### src/design/crl_pkg.sv
// Shared types and constants for the colour ramp lookup unit.
// No dependencies; imported by crl_search, crl_blend and the top level.
package crl_pkg;

  localparam int POS_W     = 17;  // input position, signed
  localparam int SPOS_W    = 16;  // stop position, unsigned
  localparam int COLOR_W   = 32;  // RGBA, 8 bits a channel
  localparam int CH_W      = 8;
  localparam int STOP_W    = SPOS_W + COLOR_W;
  localparam int STOP_REGS = 7;
  localparam int CNT_W     = 3;
  localparam int CFG_IDX_W = 3;
  localparam int PROD_W    = SPOS_W + CNT_W;

  // Register indexes of the configuration port
  localparam logic [CFG_IDX_W-1:0] REG_STOP_COUNT = 3'd0;
  localparam logic [CFG_IDX_W-1:0] REG_STOP_BASE  = 3'd1;

  localparam logic [CNT_W-1:0]  STOP_COUNT_RESET = 3'd2;
  localparam logic [STOP_W-1:0] STOP0_RESET      = 48'h0000_0000_00FF;
  localparam logic [STOP_W-1:0] STOP1_RESET      = 48'h8000_FFFF_FFFF;

  typedef logic [STOP_REGS-1:0][STOP_W-1:0] stop_array_t;

  // Beat handed from the stop search to the blend pipeline
  typedef struct packed {
    logic                 direct;   // colour_b goes out unchanged
    logic [CNT_W-1:0]     span;     // stop count less one
    logic [SPOS_W-1:0]    gap;      // found stop position minus input
    logic [COLOR_W-1:0]   color_a;  // previous stop colour
    logic [COLOR_W-1:0]   color_b;  // found stop colour
  } crl_sel_t;

endpackage

### src/design/crl_search.sv
// Stop search: compare against every stop, then pick the stop pair.
// Two register stages. Depends on crl_pkg.
module crl_search #(
  parameter int MAX_STOPS              = 7,
  parameter int POSITION_FRACTION_BITS = 15
) (
  input  logic                                 clk,
  input  logic                                 rst,
  input  logic                                 in_valid,
  input  logic signed [crl_pkg::POS_W-1:0]     position,
  input  logic [crl_pkg::CNT_W-1:0]            stop_count,
  input  crl_pkg::stop_array_t                 stops,
  output logic                                 sel_valid,
  output crl_pkg::crl_sel_t                    sel
);
  import crl_pkg::*;

  localparam int ONE = 1 << POSITION_FRACTION_BITS;
  localparam int EPS = ONE / 10000;
  localparam logic signed [POS_W-1:0] ONE_POS = POS_W'(ONE);
  localparam logic [SPOS_W-1:0] EPS_GAP = SPOS_W'(EPS);

  // stage 1 registers
  logic                      s1_valid;
  logic signed [POS_W-1:0]   s1_pos;
  logic [CNT_W-1:0]          s1_n;
  logic [STOP_REGS-1:0]      s1_first;
  logic                      s1_none;
  logic                      s1_low;
  logic                      s1_high;

  logic [CNT_W-1:0]          n_eff;
  logic [STOP_REGS-1:0]      le;
  logic [STOP_REGS-1:0]      first;
  logic                      seen;

  always_comb begin
    priority if (stop_count == '0) begin
      n_eff = CNT_W'(1);
    end else if (stop_count > CNT_W'(MAX_STOPS)) begin
      n_eff = CNT_W'(MAX_STOPS);
    end else begin
      n_eff = stop_count;
    end
  end

  always_comb begin
    seen = 1'b0;
    for (int k = 0; k < STOP_REGS; k++) begin
      le[k] = (CNT_W'(k) < n_eff) &&
              (position <= $signed({1'b0, stops[k][STOP_W-1:COLOR_W]}));
      first[k] = le[k] & ~seen;
      seen = seen | le[k];
    end
  end

  always_ff @(posedge clk) begin
    if (rst) begin
      s1_valid <= 1'b0;
    end else begin
      s1_valid <= in_valid;
    end
    s1_pos   <= position;
    s1_n     <= n_eff;
    s1_first <= first;
    s1_none  <= ~seen;
    s1_low   <= (n_eff == CNT_W'(1)) || (position <= $signed(POS_W'(0)));
    s1_high  <= position >= ONE_POS;
  end

  // stage 2: one-hot pick of the found stop and its predecessor
  logic [STOP_REGS-1:0]  last_oh;
  logic [STOP_REGS-1:0]  pick;
  logic [COLOR_W-1:0]    f_color;
  logic [COLOR_W-1:0]    p_color;
  logic [SPOS_W-1:0]     f_pos;
  logic [POS_W-1:0]      gap_full;
  crl_sel_t              sel_next;

  always_comb begin
    for (int k = 0; k < STOP_REGS; k++) begin
      last_oh[k] = (CNT_W'(k) == s1_n - CNT_W'(1));
    end
    priority if (s1_low) begin
      pick = STOP_REGS'(1);
    end else if (s1_high || s1_none) begin
      pick = last_oh;
    end else begin
      pick = s1_first;
    end
  end

  always_comb begin
    f_color = '0;
    f_pos   = '0;
    p_color = '0;
    for (int k = 0; k < STOP_REGS; k++) begin
      if (pick[k]) begin
        f_color = f_color | stops[k][COLOR_W-1:0];
        f_pos   = f_pos | stops[k][STOP_W-1:COLOR_W];
      end
    end
    for (int k = 0; k < STOP_REGS - 1; k++) begin
      if (pick[k+1]) begin
        p_color = p_color | stops[k][COLOR_W-1:0];
      end
    end
  end

  always_comb begin
    gap_full         = {1'b0, f_pos} - s1_pos;
    sel_next.gap     = gap_full[SPOS_W-1:0];
    sel_next.span    = s1_n - CNT_W'(1);
    sel_next.color_a = p_color;
    sel_next.color_b = f_color;
    sel_next.direct  = s1_low || s1_high || s1_none || s1_first[0] ||
                       (gap_full[SPOS_W-1:0] <= EPS_GAP);
  end

  always_ff @(posedge clk) begin
    if (rst) begin
      sel_valid <= 1'b0;
    end else begin
      sel_valid <= s1_valid;
    end
    sel <= sel_next;
  end

endmodule

### src/design/crl_blend.sv
// Blend pipeline: fraction from the gap, then per-channel mix and rounding.
// Two register stages. Depends on crl_pkg.
module crl_blend #(
  parameter int POSITION_FRACTION_BITS = 15
) (
  input  logic                          clk,
  input  logic                          rst,
  input  logic                          sel_valid,
  input  crl_pkg::crl_sel_t             sel,
  output logic                          done,
  output logic [crl_pkg::COLOR_W-1:0]   color
);
  import crl_pkg::*;

  localparam int PFB    = POSITION_FRACTION_BITS;
  localparam int ONE    = 1 << PFB;
  localparam int FRAC_W = PFB + 1;
  localparam int ACC_W  = PFB + CH_W + 1;
  localparam logic [FRAC_W-1:0] ONE_F   = FRAC_W'(ONE);
  localparam logic [PROD_W-1:0] ONE_P   = PROD_W'(ONE);
  localparam logic [ACC_W-1:0]  HALF    = ACC_W'(ONE >> 1);

  // stage 3: fraction = 1 - gap*(count-1), clamped at 0
  logic                  b_valid;
  logic                  b_direct;
  logic [COLOR_W-1:0]    b_ca;
  logic [COLOR_W-1:0]    b_cb;
  logic [FRAC_W-1:0]     b_frac;
  logic [PROD_W-1:0]     prod;
  logic [FRAC_W-1:0]     frac_next;

  always_comb begin
    prod = PROD_W'(sel.gap) * PROD_W'(sel.span);
    if (prod >= ONE_P) begin
      frac_next = '0;
    end else begin
      frac_next = ONE_F - prod[FRAC_W-1:0];
    end
  end

  always_ff @(posedge clk) begin
    if (rst) begin
      b_valid <= 1'b0;
    end else begin
      b_valid <= sel_valid;
    end
    b_direct <= sel.direct;
    b_ca     <= sel.color_a;
    b_cb     <= sel.color_b;
    b_frac   <= frac_next;
  end

  // stage 4: mix each channel, round half up
  logic [FRAC_W-1:0]   inv;
  logic [ACC_W-1:0]    acc [4];
  logic [COLOR_W-1:0]  mixed;

  always_comb begin
    inv = ONE_F - b_frac;
    for (int c = 0; c < 4; c++) begin
      acc[c] = ACC_W'(b_ca[CH_W*(3-c) +: CH_W]) * ACC_W'(inv) +
               ACC_W'(b_cb[CH_W*(3-c) +: CH_W]) * ACC_W'(b_frac) + HALF;
      mixed[CH_W*(3-c) +: CH_W] = acc[c][PFB+CH_W-1:PFB];
    end
  end

  always_ff @(posedge clk) begin
    if (rst) begin
      done <= 1'b0;
    end else begin
      done <= b_valid;
    end
    color <= b_direct ? b_cb : mixed;
  end

endmodule

### src/design/color_ramp_lookup_unit.sv
// Top level of the colour ramp lookup unit: configuration registers and
// the four-stage lookup pipeline. Depends on crl_pkg, crl_search, crl_blend.
//
// One position is taken on every clock at which start is high (busy stays
// low), and its RGBA colour appears at the end of the four register
// stages with done high for a single cycle; the receiver cannot stall, so
// each result must be taken as it comes. The four register stages are:
// stop compare, stop pair selection, blend fraction, channel mix. Stop
// registers are written through wr_en/wr_index/wr_data and should only
// change while no lookup is in flight.
module color_ramp_lookup_unit #(
  parameter int MAX_STOPS              = 7,
  parameter int POSITION_FRACTION_BITS = 15
) (
  input  logic                                clk,
  input  logic                                rst,
  input  logic                                start,
  output logic                                busy,
  input  logic signed [crl_pkg::POS_W-1:0]    position,
  input  logic                                wr_en,
  input  logic [crl_pkg::CFG_IDX_W-1:0]       wr_index,
  input  logic [crl_pkg::STOP_W-1:0]          wr_data,
  output logic                                done,
  output logic [crl_pkg::CH_W-1:0]            red,
  output logic [crl_pkg::CH_W-1:0]            green,
  output logic [crl_pkg::CH_W-1:0]            blue,
  output logic [crl_pkg::CH_W-1:0]            opacity
);
  import crl_pkg::*;

  logic [CNT_W-1:0]    stop_count;
  stop_array_t         stops;
  logic                sel_valid;
  crl_sel_t            sel;
  logic [COLOR_W-1:0]  color;

  assign busy = 1'b0;

  always_ff @(posedge clk) begin
    if (rst) begin
      stop_count <= STOP_COUNT_RESET;
      stops      <= {{((STOP_REGS-2)*STOP_W){1'b0}}, STOP1_RESET, STOP0_RESET};
    end else if (wr_en) begin
      if (wr_index == REG_STOP_COUNT) begin
        stop_count <= wr_data[CNT_W-1:0];
      end
      for (int k = 0; k < STOP_REGS; k++) begin
        if (wr_index == REG_STOP_BASE + CFG_IDX_W'(k)) begin
          stops[k] <= wr_data;
        end
      end
    end
  end

  crl_search #(
    .MAX_STOPS              (MAX_STOPS),
    .POSITION_FRACTION_BITS (POSITION_FRACTION_BITS)
  ) u_search (
    .clk        (clk),
    .rst        (rst),
    .in_valid   (start && !busy),
    .position   (position),
    .stop_count (stop_count),
    .stops      (stops),
    .sel_valid  (sel_valid),
    .sel        (sel)
  );

  crl_blend #(
    .POSITION_FRACTION_BITS (POSITION_FRACTION_BITS)
  ) u_blend (
    .clk       (clk),
    .rst       (rst),
    .sel_valid (sel_valid),
    .sel       (sel),
    .done      (done),
    .color     (color)
  );

  assign red     = color[31:24];
  assign green   = color[23:16];
  assign blue    = color[15:8];
  assign opacity = color[7:0];

endmodule

### config.mk
export PLATFORM = sky130hd
export DESIGN_NAME = color_ramp_lookup_unit
export DESIGN_NICKNAME = d
export VERILOG_FILES = /design/src/design/crl_pkg.sv /design/src/design/crl_search.sv /design/src/design/crl_blend.sv /design/src/design/color_ramp_lookup_unit.sv
export SDC_FILE = /design/constraint.sdc
export NUM_CORES = 2
export LEC_CHECK = 0
export BUFFER_PORTS_ARGS = -buffer_cell sky130_fd_sc_hd__buf_4
export CAP_MARGIN = 15
export CELL_PAD_IN_SITES_DETAIL_PLACEMENT = 0
export CELL_PAD_IN_SITES_GLOBAL_PLACEMENT = 2
export CORE_MARGIN = 5
export CORE_UTILIZATION = 40
export DETAILED_ROUTE_END_ITERATION = 16
export PLACE_DENSITY = 0.79
export SLEW_MARGIN = 20
export SYNTH_ARGS = -nofsm -noshare
export SYNTH_HDL_FRONTEND = slang
export SYNTH_SLANG_ARGS = --single-unit
### constraint.sdc
create_clock -name clk -period 10.4 [get_ports clk]
set_clock_uncertainty 0.2 [all_clocks]
set_input_delay 1.04 -clock clk [delete_from_list [all_inputs] [get_ports clk]]
set_output_delay 1.04 -clock clk [all_outputs]
set_load 0.05 [all_outputs]
Word level (Yosys, flattened, before mapping)
Index checks and enable logic that the tools add are counted.

Add/subtract/negate cells: 12. $mul: 9. Magnitude comparators: 19. Equality and inequality tests: 14. Mux-type cells: 25. Bitwise gates (word level): 36. Reductions and logical operators: 24.

Operators by type and width (number): $mux W32 (14); $or A32 B32 Y32 (11); $mul A8 B16 Y23 (8); $le A17 B17 Y1 (7); $mux W16 (7); $or A16 B16 Y16 (6); $add A23 B15 Y23 const B (4); $add A23 B23 Y23 (4); $sub A16 B16 Y16 const A (2); $ge A19 B16 Y1 const B (1); $mul A16 B3 Y19 (1); $ge A17 B17 Y1 const B (1); $le A17 B1 Y1 const B (1); $le A16 B2 Y1 const B (1); $reduce_and A2 Y1 (8); $sub A16 B16 Y16 (1); $mux W7 (2); $eq A3 B3 Y1 const B (4); $eq A3 B3 Y1 const A (3); $logic_not A3 Y1 (3); $lt A3 B3 Y1 const A (3); $logic_and A1 B1 Y1 (7); $not A1 Y1 (7); $and A1 B1 Y1 (6); other kinds (11) (27).

Flip-flop bits (word level): 569. Input port bits: 72. Output and inout port bits: 34. Logic and storage cells: 167.

Longest topological paths before layout
Depth after elaboration: 20. Depth in mapped cells: 32. Depth with buffers taken out: 27.

Modules after synthesis
Synthesis repeated with hierarchy kept, for this count alone.

Cells, all modules: 6389. Area, all modules: 58611.2 um2.

By module, submodules not included: crl_blend (times used 1, cells each 4128, area an instance 36516.3 um2, sequential area each 2302.2 um2); color_ramp_lookup_unit (times used 1, cells each 1200, area an instance 13218.9 um2, sequential area each 6786.5 um2); crl_search (times used 1, cells each 1061, area an instance 8876.0 um2, sequential area each 2302.2 um2).

Worst setup path before layout
Ideal clock, no wire load.

Kind: reg2reg. Start: reg u_blend.b_frac[2]. End: reg u_blend.color[30] (netlist bit). Library setup time: 128 ps. Arrival: 7809 ps. Required time: 10072 ps. Slack: 2263 ps. Cell stages (with the launch flop): 27. Path buffers: 3. Period minus slack after synthesis: 8137 ps. Cells stage by stage: dfxtp_1 > buf_2 > or4_1 > or3_1 > clkbuf_1 > or4_1 > xor2_1 > clkbuf_1 > nand2_1 > fa_1 > inv_1 > fa_1 > fa_1 > fa_1 > inv_1 > fa_1 > inv_1 > fa_1 > ha_1 > a211oi_1 > o2111ai_1 > a211oi_1 > o21bai_1 > or4_1 > a31o_2 > a2111oi_0 > nor2_1.

Word-level cells in the longest chain between the ends: 5. Elaborated cells between the ends (all ways): 6. Those cells by class: 3 x add/sub; 2 x mul; 1 x mux.

RTL lines: start, declared (RTL line crl_blend.sv:28) `logic [FRAC_W-1:0] b_frac;`; start signal, assigned (RTL line crl_blend.sv:50) `b_frac <= frac_next;`; $sub A16 B16 Y16 (RTL line crl_blend.sv:59) `inv = ONE_F - b_frac;`; $mul A8 B16 Y23 (RTL line crl_blend.sv:61) `acc[c] = ACC_W'(b_ca[CH_W*(3-c) +: CH_W]) * ACC_W'(inv) +`; $add A23 B23 Y23 (*) (RTL line crl_blend.sv:61); $add A23 B15 Y23 (*) (RTL line crl_blend.sv:62) `ACC_W'(b_cb[CH_W*(3-c) +: CH_W]) * ACC_W'(b_frac) + HALF;`; $mux W32 (*) (RTL line crl_blend.sv:73) `color <= b_direct ? b_cb : mixed;`; end signal, assigned (RTL line crl_blend.sv:73); end, declared (RTL line crl_blend.sv:11) `output logic [crl_pkg::COLOR_W-1:0] color`.

Every way passes the cells marked *; elsewhere a longest branch is shown, timed or not. A chain may end at the register's enable or synchronous reset.

Final worst setup path
Same ends and word-level chain as after synthesis.

==> out/results.ini <==
[status]
status=finished, final reports clean

[synth]
synth_compound_area_share_pct=9.69
synth-xor-area-share_pct=1.66
yosysWarnings=0
synthMuxAreaShare_pct=0.153
ys_seq_elements=569
synth.largest_area_cell=fa_1
synth_edf_count=0
synth_cells=6453
syn_avg_cell_area_sq_um=8.63
syn_nets=7817
synth_fa_ha_area_share_pct=40.2
synthesis.area_sq_mm=0.0557
async_reset_ff_share_pct=0
synth_top_area_share_pct=29.9
seq_area_frac_synth_pct=20.5
synth_cell_types=67
synth_ff_type=dfxtp_1
synth_top_family_by_area=adder cells
synth_area_leaders=fa_1, dfxtp_1, ha_1
synthSimpleGateAreaFrac_pct=18.2

[power]
p_seq_share_pct=14.6
clkPwrFrac_pct=14.8
leakagePower_nw=26.2
powerDensity_mw_per_mm2=283
swShare_pct=49.9
irDropWorstVdd_mv=0.651
p_int_mw=8.61
p_sw_mw=8.58
combPwrFrac_pct=70.7

[min_path]
hp-class=reg -> reg

[worst_setup_path]
end_kind=flip-flop
crit_path_max_incr_delay_ns=0.68
cp.required_ns=10.74
worstPathCellList=or4_1, or3_1, or4_1, xor2_4, nand2_1, fa_1, inv_1, fa_1, fa_1, fa_1, inv_1, fa_1, inv_1, fa_1, ha_1, a211oi_1, o2111ai_1, a211oi_1, o21bai_1, or4_1, a31o_2, a2111oi_0, nor2_1
cp_slowest_cell=a211oi_1
crit_family=adder cells
cpMostUsedCell=fa_1
start_kind=flip-flop
r2r_setup_slack_ns=1.78
crit_fanout=11
worst_ep_arrival_time_ns=8.96
path_buf_inv=3
crit_type=reg -> reg

[clock_network]
cts_sinks=569
insertion_delay_ns=0.68
cts_setup_buffers=0
clock-root-buffer=clkbuf_16
cts.reportedPaths.clkPinSlew_ns=0.06
clk_path_buf_depth=3
tritoncts=done
cts_hold_buf=0
post_cts_resized=0
numCtsBuffers=70
htreeDepth=3

[global_route]
gr-total-overflow=0
antenna_found_initial=16
grt_pass1_vias=45200
grt_pass1_wl_um=280000
gr-usage-all-layers_pct=24.8
grt_max_degree=161

[detailed_routing]
drc=0
drt-total-wl_um=180000
via_count=43300
initialDrtViolationCount=3380
viasPerCell=5.26
wire_per_inst_um=21.9
ant_nets=0
firstDrtPassIters=8

[die]
coreArea_sq_mm=0.139
io_pins=106
die_w_um=383
dieArea_sq_mm=0.147
start_util_pct=40.1
row_count=137
fp.dieH_um=383

[place]
gp_congestion=0.873
io_buffers=104
place_hpwl_um=126000

[run]
maxCapViolCount=0

[sta]
rsz0062_at_grt=false
setup_viol=0
min_period_ns=8.62
tightest_slew_ns=1.16
slew_headroom_pct=22.3
fin_tns_setup_ns=0
hold_ws_ns=0.122
drv_slew=0
hold_viol=0
fmax_mhz=116
finalCritPeriodShare_pct=82.8

[final_layout]
final_nets=7729
drive_gt1_share_pct=5.91
area_growth_pct=9.20
fillers=13900

-- Yosys cell counts, drive strengths merged, types with 27 or more instances --
master,instances
o21ai,60
dfxtp,569
fa,832
clkbuf,348
nand4,28
and2,411
a222oi,49
nand3b,44
nor2b,29
a22oi,194
nand3,118
inv,1040
nor3,28
xor2,27
ha,460
xnor2,78
a21o,34
nand2,1394
nor2,98
a21oi,366
-- final timing paths --
kind,cells after the start,start,to
max,23,u_blend.b_frac[2],u_blend.color[30]
min,0,u_search.sel[33],u_blend.b_ca[1]
max reg2reg,23,u_blend.b_frac[2],u_blend.color[30]
min reg2reg,0,u_search.sel[33],u_blend.b_ca[1]
-- through the flow --
stage / cells / total power [mW] / instance area [sq um] / utilization (%) / setup slack (ns)
2_1_floorplan: 6453 / 11.0 / 55700 / - / 2.26
3_3_place_gp: 8100 / 14.6 / 58400 / 42.1 / 1.87
3_5_place_dp: 8100 / 14.6 / 58400 / 42.1 / 1.85
4_1_cts: 8222 / 17.3 / 60800 / 43.8 / 1.81
5_1_grt: 8222 / 19.0 / 60800 / 43.8 / 1.29
6_report: 8233 / 17.2 / 60800 / 43.8 / 1.78
-- flip-flops by register name, indices dropped and copies added (netlist names), 3 cells and up --
signal,count
u_blend.b_cb,32
u_search.s1_first,7
u_search.s1_n,3
u_search.s1_pos,16
u_search.sel,84
stop_count,3
stops,336
u_blend.color,32
u_blend.b_frac,16
u_blend.b_ca,32
-- layer usage --
layer,vias up,routed length [um],track usage [%]
met5,-,39,0
met4,6,3840,5.56
met3,203,10400,3.84
met2,1141,84500,41.1
met1,21900,81700,34.4
li1,20100,-,-
-- layout make-up --
cell class / instances / area, sq um / area share (%)
sequential: 569 / 11400 / 18.7
multi-input combinational: 4469 / 39200 / 64.5
clock buffer: 97 / 2010 / 3.31
inverter: 1041 / 3910 / 6.43
antenna: 11 / 27.5 / 0.0453
clock inverter: 25 / 377 / 0.619
tap: 1807 / 2260 / 3.72
timing repair buffer: 214 / 1610 / 2.65
-- worst reg2reg max path: stages (launching register included) --
cell	delay (ns)
dfxtp_1	0.30
or4_1	0.52
or3_1	0.52
or4_1	0.58
xor2_4	0.23
nand2_1	0.10
fa_1	0.54
inv_1	0.06
fa_1	0.60
fa_1	0.46
fa_1	0.55
inv_1	0.05
fa_1	0.48
inv_1	0.06
fa_1	0.36
ha_1	0.32
a211oi_1	0.29
o2111ai_1	0.16
a211oi_1	0.68
o21bai_1	0.22
or4_1	0.45
a31o_2	0.28
a2111oi_0	0.40
nor2_1	0.07
-- power groups by stage --
stage               Clock (mW)  Sequential [mW]  Combinational [mW]
floorplan                    0             2.55                8.48
global placement             0             2.55                12.1
detailed placement           0             2.55                12.1
CTS                       2.61             2.50                12.2
global route              2.70             2.51                13.8
finish                    2.54             2.50                12.1
-- logic make-up (layout without fill, tap and decap cells) --
logic type                 Yosys count  in the layout
AOI/OAI and AO/OA                  838            838
xor gates and xnor gates           105            105
adders and majority gates         1292           1292
buffers and inverters             1415           1377
DFF                                569            569
muxes                                8              8
other                                1             12
and+or+nand+nor                   2225           2225
-- cells in the final DEF, fill, tap and decap left out, drive strengths merged, types with 44 or more instances in the layout --
cell type	n
nand2	1394
inv	1045
fa	832
dfxtp	569
ha	460
and2	411
a21oi	366
buf	214
a22oi	194
nand3	118
nor2	98
clkbuf	97
xnor2	78
o21ai	60
a222oi	49
nand3b	44
Power figures use the tool's default switching activity.
